### src/design/dad_pkg.sv
package dad_pkg;

	localparam int YEAR_W  = 14;
	localparam int MONTH_W = 4;
	localparam int DAY_W   = 5;
	localparam int ADD_W   = 20;
	localparam int DNUM_W  = 23;  // day number from year 0, Jan 1
	localparam int REM_W   = 18;  // day within a 400-year era
	localparam int ERA_W   = 6;
	localparam int DOY_W   = 9;

	localparam logic [YEAR_W-1:0] YEAR_MAX = 14'd16383;
	localparam logic [17:0] ERA_DAYS  = 18'd146097;
	localparam logic [15:0] CENT_LONG = 16'd36525;
	localparam logic [15:0] CENT_DAYS = 16'd36524;
	localparam logic [10:0] QUAD_DAYS = 11'd1461;

	// reciprocals: exact floor over the value ranges used here
	localparam logic [10:0] RCP_25    = 11'd1311;        // >> 15
	localparam logic [22:0] RCP_ERA   = 23'd7525902;     // >> 40
	localparam logic [21:0] RCP_QUAD  = 22'd2939745;     // >> 32

	// days in the year before the first of month m
	function automatic logic [DOY_W-1:0] cum_days(input logic [MONTH_W-1:0] m,
		input logic leap);
		logic [DOY_W-1:0] c;
		unique case (m)
			4'd1:    c = 9'd0;
			4'd2:    c = 9'd31;
			4'd3:    c = 9'd59;
			4'd4:    c = 9'd90;
			4'd5:    c = 9'd120;
			4'd6:    c = 9'd151;
			4'd7:    c = 9'd181;
			4'd8:    c = 9'd212;
			4'd9:    c = 9'd243;
			4'd10:   c = 9'd273;
			4'd11:   c = 9'd304;
			4'd12:   c = 9'd334;
			default: c = 9'd0;
		endcase
		if (leap && m > 4'd2)
			c = c + 9'd1;
		return c;
	endfunction

	function automatic logic [DAY_W-1:0] month_len(input logic [MONTH_W-1:0] m,
		input logic leap);
		logic [DAY_W-1:0] l;
		unique case (m)
			4'd2:                      l = leap ? 5'd29 : 5'd28;
			4'd4, 4'd6, 4'd9, 4'd11:   l = 5'd30;
			default:                   l = 5'd31;
		endcase
		return l;
	endfunction

endpackage

### src/design/dad_to_days.sv
module dad_to_days import dad_pkg::*; (
	input  logic                clk,
	input  logic                arst_n,
	input  logic                en,
	input  logic                in_v,
	input  logic [YEAR_W-1:0]   y,
	input  logic [MONTH_W-1:0]  m,
	input  logic [DAY_W-1:0]    d,
	input  logic [ADD_W-1:0]    add,
	output logic                out_v,
	output logic [DNUM_W-1:0]   dnum
);

	// stage 1: era of the start year, month clamp
	logic [20:0]        yq_prod;
	logic [MONTH_W-1:0] m_c;
	assign yq_prod = {11'd0, y[YEAR_W-1:4]} * {10'd0, RCP_25};
	always_comb begin
		m_c = m;
		if (m == 4'd0)
			m_c = 4'd1;
		else if (m > 4'd12)
			m_c = 4'd12;
	end

	logic               v_s1;
	logic [YEAR_W-1:0]  y_s1;
	logic [MONTH_W-1:0] m_s1;
	logic [DAY_W-1:0]   d_s1;
	logic [ADD_W-1:0]   add_s1;
	logic [ERA_W-1:0]   era_s1;

	always_ff @(posedge clk or negedge arst_n) begin
		if (!arst_n)
			v_s1 <= 1'b0;
		else if (en)
			v_s1 <= in_v;
	end
	always_ff @(posedge clk) begin
		if (en) begin
			y_s1   <= y;
			m_s1   <= m_c;
			d_s1   <= d;
			add_s1 <= add;
			era_s1 <= yq_prod[20:15];
		end
	end

	// stage 2: year within era, leap, day clamp, day of year, era base
	logic [YEAR_W-1:0]  era_y;
	logic [8:0]         r400;
	logic               leap;
	logic [DAY_W-1:0]   mlen;
	logic [DAY_W-1:0]   d_c;
	logic [DOY_W-1:0]   doy;
	logic [DNUM_W-1:0]  eday;

	assign era_y = YEAR_W'({8'd0, era_s1} * 14'd400);
	assign r400  = 9'(y_s1 - era_y);
	assign leap  = (y_s1[1:0] == 2'b00) &&
		!(r400 == 9'd100 || r400 == 9'd200 || r400 == 9'd300);
	assign mlen  = month_len(m_s1, leap);
	always_comb begin
		d_c = d_s1;
		if (d_s1 == 5'd0)
			d_c = 5'd1;
		else if (d_s1 > mlen)
			d_c = mlen;
	end
	assign doy  = cum_days(m_s1, leap) + {4'd0, d_c} - 9'd1;
	assign eday = DNUM_W'({17'd0, era_s1} * {5'd0, ERA_DAYS});

	logic               v_s2;
	logic [8:0]         r_s2;
	logic [DOY_W-1:0]   doy_s2;
	logic [ADD_W-1:0]   add_s2;
	logic [DNUM_W-1:0]  eday_s2;

	always_ff @(posedge clk or negedge arst_n) begin
		if (!arst_n)
			v_s2 <= 1'b0;
		else if (en)
			v_s2 <= v_s1;
	end
	always_ff @(posedge clk) begin
		if (en) begin
			r_s2    <= r400;
			doy_s2  <= doy;
			add_s2  <= add_s1;
			eday_s2 <= eday;
		end
	end

	// stage 3: days before the year inside the era, then the total
	logic [2:0]         cent_up;
	logic [6:0]         lcount;
	logic [17:0]        dby;
	logic [DNUM_W-1:0]  total;

	always_comb begin
		if (r_s2 == 9'd0)
			cent_up = 3'd0;
		else if (r_s2 <= 9'd100)
			cent_up = 3'd1;
		else if (r_s2 <= 9'd200)
			cent_up = 3'd2;
		else if (r_s2 <= 9'd300)
			cent_up = 3'd3;
		else
			cent_up = 3'd4;
	end
	// leap years in [era start, year): era start itself is leap
	assign lcount = 7'((r_s2 + 9'd3) >> 2) - {4'd0, cent_up} + {6'd0, (r_s2 != 9'd0)};
	assign dby    = 18'({9'd0, r_s2} * 18'd365) + {11'd0, lcount};
	assign total  = eday_s2 + {5'd0, dby} + {14'd0, doy_s2} + {3'd0, add_s2};

	always_ff @(posedge clk or negedge arst_n) begin
		if (!arst_n)
			out_v <= 1'b0;
		else if (en)
			out_v <= v_s2;
	end
	always_ff @(posedge clk) begin
		if (en)
			dnum <= total;
	end

endmodule

### src/design/dad_from_days.sv
module dad_from_days import dad_pkg::*; (
	input  logic                clk,
	input  logic                arst_n,
	input  logic                en,
	input  logic                in_v,
	input  logic [DNUM_W-1:0]   dnum,
	output logic                out_v,
	output logic [YEAR_W-1:0]   year,
	output logic [MONTH_W-1:0]  month,
	output logic [DAY_W-1:0]    day,
	output logic                ovf
);

	// stage 4: era number
	logic [45:0] era_prod;
	assign era_prod = {23'd0, dnum} * {23'd0, RCP_ERA};

	logic              v_s4;
	logic [DNUM_W-1:0] d_s4;
	logic [ERA_W-1:0]  era_s4;

	always_ff @(posedge clk or negedge arst_n) begin
		if (!arst_n)
			v_s4 <= 1'b0;
		else if (en)
			v_s4 <= in_v;
	end
	always_ff @(posedge clk) begin
		if (en) begin
			d_s4   <= dnum;
			era_s4 <= era_prod[45:40];
		end
	end

	// stage 5: day within era
	logic [DNUM_W-1:0] era_base;
	assign era_base = DNUM_W'({17'd0, era_s4} * {5'd0, ERA_DAYS});

	logic              v_s5;
	logic [REM_W-1:0]  rem_s5;
	logic [ERA_W-1:0]  era_s5;

	always_ff @(posedge clk or negedge arst_n) begin
		if (!arst_n)
			v_s5 <= 1'b0;
		else if (en)
			v_s5 <= v_s4;
	end
	always_ff @(posedge clk) begin
		if (en) begin
			rem_s5 <= REM_W'(d_s4 - era_base);
			era_s5 <= era_s4;
		end
	end

	// stage 6: century; later centuries shifted one day so 4-year blocks line up
	logic [1:0]       cent;
	logic [REM_W-1:0] t;
	logic [15:0]      rc;

	assign t = rem_s5 - 18'd1;
	always_comb begin
		if (rem_s5 < {2'd0, CENT_LONG}) begin
			cent = 2'd0;
			rc   = rem_s5[15:0];
		end else begin
			if (t < 18'd73048)
				cent = 2'd1;
			else if (t < 18'd109572)
				cent = 2'd2;
			else
				cent = 2'd3;
			rc = 16'(t - 18'({16'd0, cent} * {2'd0, CENT_DAYS})) + 16'd1;
		end
	end

	logic             v_s6;
	logic [1:0]       c_s6;
	logic [15:0]      rc_s6;
	logic [ERA_W-1:0] era_s6;

	always_ff @(posedge clk or negedge arst_n) begin
		if (!arst_n)
			v_s6 <= 1'b0;
		else if (en)
			v_s6 <= v_s5;
	end
	always_ff @(posedge clk) begin
		if (en) begin
			c_s6   <= cent;
			rc_s6  <= rc;
			era_s6 <= era_s5;
		end
	end

	// stage 7: 4-year block
	logic [37:0] quad_prod;
	assign quad_prod = {22'd0, rc_s6} * {16'd0, RCP_QUAD};

	logic             v_s7;
	logic [4:0]       q4_s7;
	logic [1:0]       c_s7;
	logic [15:0]      rc_s7;
	logic [ERA_W-1:0] era_s7;

	always_ff @(posedge clk or negedge arst_n) begin
		if (!arst_n)
			v_s7 <= 1'b0;
		else if (en)
			v_s7 <= v_s6;
	end
	always_ff @(posedge clk) begin
		if (en) begin
			q4_s7  <= quad_prod[36:32];
			c_s7   <= c_s6;
			rc_s7  <= rc_s6;
			era_s7 <= era_s6;
		end
	end

	// stage 8: year within block and day of year
	logic [10:0]      r4;
	logic [10:0]      r4m;
	logic             short0;
	logic [1:0]       yb;
	logic [DOY_W-1:0] doy;
	logic             leap;

	assign r4     = 11'(rc_s7 - 16'({11'd0, q4_s7} * {5'd0, QUAD_DAYS}));
	assign r4m    = r4 - 11'd1;
	assign short0 = (c_s7 != 2'd0) && (q4_s7 == 5'd0);
	always_comb begin
		if (r4 < 11'd366) begin
			yb   = 2'd0;
			doy  = short0 ? r4m[8:0] : r4[8:0];
			leap = !short0;
		end else begin
			if (r4m < 11'd730)
				yb = 2'd1;
			else if (r4m < 11'd1095)
				yb = 2'd2;
			else
				yb = 2'd3;
			doy  = 9'(r4m - 11'({9'd0, yb} * 11'd365));
			leap = 1'b0;
		end
	end

	logic             v_s8;
	logic [1:0]       yb_s8;
	logic [DOY_W-1:0] doy_s8;
	logic             leap_s8;
	logic [4:0]       q4_s8;
	logic [1:0]       c_s8;
	logic [ERA_W-1:0] era_s8;

	always_ff @(posedge clk or negedge arst_n) begin
		if (!arst_n)
			v_s8 <= 1'b0;
		else if (en)
			v_s8 <= v_s7;
	end
	always_ff @(posedge clk) begin
		if (en) begin
			yb_s8   <= yb;
			doy_s8  <= doy;
			leap_s8 <= leap;
			q4_s8   <= q4_s7;
			c_s8    <= c_s7;
			era_s8  <= era_s7;
		end
	end

	// stage 9: assemble year, month and day
	logic [14:0]        yfull;
	logic [MONTH_W-1:0] mon;
	logic [DAY_W-1:0]   dom;

	assign yfull = 15'({9'd0, era_s8} * 15'd400) + 15'({13'd0, c_s8} * 15'd100)
		+ {8'd0, q4_s8, 2'b00} + {13'd0, yb_s8};
	always_comb begin
		mon = 4'd1;
		for (int k = 2; k <= 12; k++) begin
			if (doy_s8 >= cum_days(MONTH_W'(k), leap_s8))
				mon = MONTH_W'(k);
		end
	end
	assign dom = DAY_W'(doy_s8 - cum_days(mon, leap_s8) + 9'd1);

	logic              v_s9;
	logic [YEAR_W-1:0] year_s9;
	logic [MONTH_W-1:0] mon_s9;
	logic [DAY_W-1:0]  day_s9;
	logic              ovf_s9;

	always_ff @(posedge clk or negedge arst_n) begin
		if (!arst_n)
			v_s9 <= 1'b0;
		else if (en)
			v_s9 <= v_s8;
	end
	always_ff @(posedge clk) begin
		if (en) begin
			ovf_s9  <= yfull > {1'b0, YEAR_MAX};
			year_s9 <= (yfull > {1'b0, YEAR_MAX}) ? YEAR_MAX : yfull[YEAR_W-1:0];
			mon_s9  <= mon;
			day_s9  <= dom;
		end
	end

	assign out_v = v_s9;
	assign year  = year_s9;
	assign month = mon_s9;
	assign day   = day_s9;
	assign ovf   = ovf_s9;

endmodule

### src/design/date_add_days.sv
// Gregorian date plus a day count.
// Input channel (in_valid/in_ready): start_year, start_month, start_day,
// add_days. A start month out of 1..12 is clamped to that range, a start
// day of 0 is taken as 1 and a day past the month end as the last day.
// Output channel (out_valid/out_ready): end_year, end_month, end_day,
// year_overflow. When the result year passes 16383, end_year holds 16383,
// year_overflow is set, and month and day are those of the true date.
// The date goes to a day number from year 0, the count is added, and the
// number is turned back into a date through 400-year, century, 4-year and
// year steps. Nine pipeline stages; one word per cycle is taken in steady
// flow, while the receiver does not stall.
// A stalled receiver freezes the whole pipeline; in_ready follows
// out_ready while the output register is full, so no word is dropped.
// Reset clears all valid bits; the pipeline comes up empty and ready.
module date_add_days import dad_pkg::*; (
	input  logic                clk,
	input  logic                arst_n,
	input  logic                in_valid,
	output logic                in_ready,
	input  logic [YEAR_W-1:0]   start_year,
	input  logic [MONTH_W-1:0]  start_month,
	input  logic [DAY_W-1:0]    start_day,
	input  logic [ADD_W-1:0]    add_days,
	output logic                out_valid,
	input  logic                out_ready,
	output logic [YEAR_W-1:0]   end_year,
	output logic [MONTH_W-1:0]  end_month,
	output logic [DAY_W-1:0]    end_day,
	output logic                year_overflow
);

	logic              en;
	logic              dn_v;
	logic [DNUM_W-1:0] dn;

	assign en       = !out_valid || out_ready;
	assign in_ready = en;

	dad_to_days u_to_days (
		.clk    (clk),
		.arst_n (arst_n),
		.en     (en),
		.in_v   (in_valid),
		.y      (start_year),
		.m      (start_month),
		.d      (start_day),
		.add    (add_days),
		.out_v  (dn_v),
		.dnum   (dn)
	);

	dad_from_days u_from_days (
		.clk    (clk),
		.arst_n (arst_n),
		.en     (en),
		.in_v   (dn_v),
		.dnum   (dn),
		.out_v  (out_valid),
		.year   (end_year),
		.month  (end_month),
		.day    (end_day),
		.ovf    (year_overflow)
	);

endmodule

### config.mk
export PLATFORM = sky130hd
export DESIGN_NAME = date_add_days
export DESIGN_NICKNAME = d
export VERILOG_FILES = /design/src/design/dad_pkg.sv /design/src/design/dad_to_days.sv /design/src/design/dad_from_days.sv /design/src/design/date_add_days.sv
export SDC_FILE = /design/constraint.sdc
export NUM_CORES = 2
export LEC_CHECK = 0
export ABC_CLOCK_PERIOD_IN_PS = 25800
export BUFFER_PORTS_ARGS = -buffer_cell sky130_fd_sc_hd__buf_2
export CELL_PAD_IN_SITES_DETAIL_PLACEMENT = 1
export CELL_PAD_IN_SITES_GLOBAL_PLACEMENT = 1
export CORE_UTILIZATION = 55
export DETAILED_ROUTE_END_ITERATION = 12
export GPL_ROUTABILITY_DRIVEN = 0
export PLACE_DENSITY_LB_ADDON = 0.1
export SYNTH_ARGS = -nofsm -noshare
export SYNTH_HDL_FRONTEND = slang
export SYNTH_HIERARCHICAL = 1
export SYNTH_SLANG_ARGS = --single-unit
### constraint.sdc
create_clock -name clk -period 25.8 [get_ports clk]
set_clock_uncertainty 0.2 [all_clocks]
set_input_delay 2.58 -clock clk [delete_from_list [all_inputs] [get_ports clk]]
set_output_delay 2.58 -clock clk [all_outputs]
set_load 0.02 [all_outputs]
# Word-level counts from Yosys, hierarchy flattened
# Memory sizes are Yosys's and may differ from the RTL's.
# Index checks and enable logic that the tools add are counted.
# word_totals
n_memories	2
romBits	288
regBits	282
# classes
magnitude_cmp	25
multipliers	12
addsub	24
n_reduce_logical	19
n_mux	41
eq_ne	8
# mem_list
name	depth	word_bits	rd	rd_clocked_by_memory_dff	wr	line	source
(name not given)	16	9	1	0	0	dad_pkg.sv:27	unique case (m)
(name not given)	16	9	1	0	0	dad_pkg.sv:27	
# ops
operator	count
23-bit by 22-bit multiplier with 45-bit output, second input constant	1
16-bit by 22-bit multiplier with 37-bit output, second input constant	1
9-bit by 8-bit >= comparator with 1-bit output	4
18-bit by 17-bit < comparator with 1-bit output, second input constant	2
3-bit 2-to-1 mux	10
4-bit 2-to-1 mux	7
9-bit >= comparator	3
9-bit 2-to-1 mux	3
23-bit by 18-bit adder with 23-bit output	1
23-bit by 20-bit adder with 23-bit output	1
23-bit by 9-bit adder with 23-bit output	1
6-bit by 18-bit multiplier with 23-bit output, second input constant	1
10-bit by 11-bit multiplier with 21-bit output, second input constant	1
18-bit by 7-bit adder with 18-bit output	1
9-bit by 7-bit >= comparator with 1-bit output	2
18-bit by 16-bit < comparator with 1-bit output, second input constant	1
6-bit by 18-bit multiplier with 18-bit output, second input constant	1
9-bit by 9-bit multiplier with 18-bit output, second input constant	1
18-bit by 1-bit subtractor with 18-bit output, second input constant	1
18-bit subtractor	1
9-bit subtractor	2
16-bit by 1-bit adder with 16-bit output, second input constant	1
16-bit 2-to-1 mux	1
2-bit 2-to-1 mux	8
other kinds (52)	73

# Depth between registers and ports, before layout
# depth
ltp_word	17
depth_mapped	36
depth_no_buf	36

# By module
# Netlist, hierarchy kept.
# modules_own_cells
mod	area_each_um2	cells_each	n_inst	seq_area_each_um2
dad_from_days	24031.8	2189	1	4504.3
dad_to_days	12653.4	1162	1	3918.8
date_add_days	6.3	1	1	0.0

# Worst setup path before layout
# No wires, ideal clock.
# synth_path
kind	input -> output
start	input port out_ready
end	output port in_ready
arrival_time_ps	9334
cell_stages	1
required_ps	23020
setup_slack_ps	13686
path_cell_list	nand2b_1
# synth_via
elab_chain_len	1
# synth_lines
element	line	source
start, declared	date_add_days.sv:25	input logic out_ready,
1-bit logical OR	date_add_days.sv:36	assign en = !out_valid || out_ready;
end, declared	date_add_days.sv:19	output logic in_ready,
# Every way passes these cells.

# Final worst setup path
# layout_path
start	register u_to_days.r_s2[1]
end	register u_to_days.dnum[22], data pin
# layout_via
elab_chain_len	11
word_cells_on_any_way	17
classes_between	add/sub (7); mul (1); order compare (3); mux (4); reduce/logical (2)
# layout_lines
element	line	source
start, declared	dad_to_days.sv:74	logic [8:0] r_s2;
start signal, assigned	dad_to_days.sv:87	r_s2 <= r400;
9-bit <= comparator	dad_to_days.sv:107	else if (r_s2 <= 9'd300)
3-bit 2-to-1 mux	dad_to_days.sv:107	
3-bit 2-to-1 mux	dad_to_days.sv:105	else if (r_s2 <= 9'd200)
3-bit 2-to-1 mux	dad_to_days.sv:103	else if (r_s2 <= 9'd100)
3-bit 2-to-1 mux	dad_to_days.sv:101	if (r_s2 == 9'd0)
7-bit by 3-bit subtractor with 7-bit output	dad_to_days.sv:113	assign lcount = 7'((r_s2 + 9'd3) >> 2) - {4'd0, cent_up} + {6'd0, (r_s2 != 9'd0)};
7-bit by 1-bit adder with 7-bit output	dad_to_days.sv:113	
18-bit by 7-bit adder with 18-bit output *	dad_to_days.sv:114	assign dby = 18'({9'd0, r_s2} * 18'd365) + {11'd0, lcount};
23-bit by 18-bit adder with 23-bit output *	dad_to_days.sv:115	assign total = eday_s2 + {5'd0, dby} + {14'd0, doy_s2} + {3'd0, add_s2};
23-bit by 9-bit adder with 23-bit output *	dad_to_days.sv:115	
23-bit by 20-bit adder with 23-bit output *	dad_to_days.sv:115	
via u_to_days.total[22]	dad_to_days.sv:98	logic [DNUM_W-1:0] total;
end signal, assigned	dad_to_days.sv:125	dnum <= total;
end, declared	dad_to_days.sv:11	output logic [DNUM_W-1:0] dnum
# The timed path passes the listed nets; every way through them passes the cells marked *.
# A chain may end at the register's enable or synchronous reset.

==> reports/qor.yml <==
portBuffers: 72
clk_latency_ns: 0.59
status: "complete, no violations"
synth_cells: 3352
hold_class: "reg2reg"
core.rowCount: 94
grt_pass1_wl_um: 145000
timing_hold_violations_final: 0
tritoncts: "built"
ant_nets: 0
critPathLaunchType: "register"
hpwl_um: 74900
cts_made_buffers: 38
htree_levels: 2
drive_gt1_share_pct: 6.21
clk_pin_slew_ns: 0.06
max-slew-margin-rel_pct: 27.7
synth-xor-area-share_pct: 4.90
ys.flop_type: "edfxtp_1"
synth-simple-area-share_pct: 6.46
overflow: 0
antenna_cells: 0
track_usage_pct: 27.3
cpPeakStageDelay_ns: 0.53
crit_slowest_cell: "edfxtp_1"
vias: 24300
finalCritPeriodShare_pct: 33.3
area_growth_pct: 7.43
fin_nets: 4668
tns_ns: 0
synth.avg_cell_area_um2: 10.9
drtIter0Drc: 998
die_w_um: 260
synth_top_family_by_area: "adder cells"
grtUsageMet3_pct: 2.95
grt-busiest-layer: "met2"
cp_max_fo: 7
synth_edf_count: 273
rsz0062_at_grt: "no"
initial_utilization_pct: 55.7
fillers: 7038
wl_um: 89200
synth_area_um2: 36700
cts_setup_buffers: 0
yosysWarnings: 6
critical_path.most_common_cell: "ha_1"
arrival_ns: 8.70
fmax_mhz: 116
antenna_found_initial: 1
synth_compound_area_share_pct: 8.31
pin_count: 73
drc_errors: 0
root_buffer: "clkbuf_16"
die_height_um: 260
tightest_slew_ns: 1.08
globalRouteMet2Util_pct: 50.2
gr-usage-met1_pct: 33.8
first_pass_iters: 5
cts_hold_buf: 0
ys_seq_area_share_pct: 23.0
drv_cap: 0
yosys.area_share.adder_pct: 48.9
ys_ff_latch: 282
r2r_slack_ns: 17.21
whs_ns: 0.210
path_class: "reg2reg"
dieArea_um2: 67700
clock_path_buffers: 3
avgViaCountPerCell: 5.60
async_flop_share_pct: 3.19
wl_per_cell_um: 20.6
design.core.area_um2: 65900
setup_viol: 0
finalWorstPathRequiredPeriod_ns: 8.60
grt_pass1_vias: 27700
muxShareOfSynthArea_pct: 0.563
synthDistinctLibCells: 105
grt_max_degree: 158
slew_violations: 0
clkSinkCount: 282
end_kind: "register"
worstPathRequired_ns: 25.90
cts-resized-gates: 0
[logic make-up after synthesis]
| family | after synthesis |
|---|---|
| AOI/OAI and AO/OA | 457 |
| adders and majority gates | 1173 |
| muxes | 18 |
| other | 1 |
| and+or+nand+nor | 458 |
| xor gates and xnor gates | 201 |
| DFF | 282 |
| buffers and inverters | 762 |
[path summary, 6_finish.rpt]
path / from / endpoint / cells past startpoint
min in group asynchronous: arst_n / u_to_days/v_s1 / 1
min reg2reg: u_to_days/add_s1[8] / u_to_days/add_s2[8] / 0
max reg2reg: u_to_days/r_s2[1] / u_to_days/dnum[22] / 32
max in group asynchronous: arst_n / u_from_days/v_s4 / 1
max: u_to_days/r_s2[1] / u_to_days/dnum[22] / 32
min: u_to_days/add_s1[8] / u_to_days/add_s2[8] / 0
[sequential cells by signal, indices dropped and copies added, names as in the netlist, 6 cells and up]
name                cells
u_to_days/eday_s2      23
u_to_days/doy_s2        9
u_from_days/year       14
u_from_days/era_s7      6
u_from_days/era_s5      6
u_to_days/add_s2       20
u_to_days/r_s2          9
u_to_days/add_s1       20
u_from_days/rc_s6      16
u_to_days/era_s1        6
u_to_days/y_s1          9
u_from_days/era_s6      6
u_from_days/rem_s5     18
u_to_days/dnum         23
u_from_days/era_s4      6
u_from_days/era_s8      6
u_from_days/d_s4       18
u_from_days/doy_s8      9
u_from_days/rc_s7      11
[stage by stage]
stage	setup WS [ns]	utilization (%)	instance area, um^2	std cells
floorplan	13.69	-	36700	3353
global placement	17.59	57.9	38100	4272
detailed placement	17.30	57.9	38100	4272
CTS	17.25	59.8	39400	4341
global route	16.78	59.8	39400	4341
finish	17.21	59.8	39400	4341
[area by class of cell]
cell class,count,area (um^2),share of cell area (%)
multi-input combinational,2309,25400,64.4
sequential,282,8420,21.4
inverter,737,2790,7.08
tap,864,1080,2.74
clock buffer,45,987,2.50
timing repair buffer,80,433,1.10
clock inverter,24,324,0.822
[synth_stat cells, types with 26 or more instances]
cell | count | share of area (%)
edfxtp_1 | 273 | 22
nand2b_1 | 33 | 0.56
xor2_1 | 46 | 1.1
o21ai_0 | 58 | 0.79
nand2_1 | 96 | 0.98
ha_1 | 738 | 25
a21oi_1 | 137 | 1.9
nand3_1 | 36 | 0.49
a21o_1 | 53 | 1.1
nor2_1 | 116 | 1.2
inv_1 | 727 | 7.4
nor3_1 | 41 | 0.56
nor2b_1 | 26 | 0.44
fa_1 | 435 | 24
xnor2_1 | 151 | 3.6
[metal layers]
layer / part of all wire, % / wire length [um] / vias up
met5: 0 / 0 / -
met4: 2.7 / 2370 / 0
met2: 52 / 46600 / 368
met3: 2.9 / 2620 / 135
li1: - / - / 11400
met1: 42 / 37600 / 12400
[worst max-delay path, delay by kind of cell, from the launching register on]
family	cells	cell delay, ns
AO/OA/AOI/OAI	14	3.13
adder cells (fa/ha/maj)	8	2.76
AND/OR/NAND/NOR	6	1.25
flip-flops	1	0.53
XOR/XNOR	2	0.35
buffers and inverters	2	0.08
[layout by cell type, fill, tap and decap left out, drive strengths merged, types with 14 or more instances in the layout]
cell type / n
nand2b: 33
buf: 80
fa: 435
or2: 20
clkbuf: 45
o21a: 23
xnor2: 153
edfxtp: 273
o21bai: 20
o21ai: 85
nor2: 118
a21o: 53
nand2: 96
inv: 737
a21oi: 140
nand4: 20
nor2b: 26
xor2: 47
or3: 14
ha: 738
a211oi: 20
nand3: 36
nor3: 44
Power is left out: the tool's default activity adds up to more than one toggle a clock period on the data nets, which glitch-free logic cannot reach.
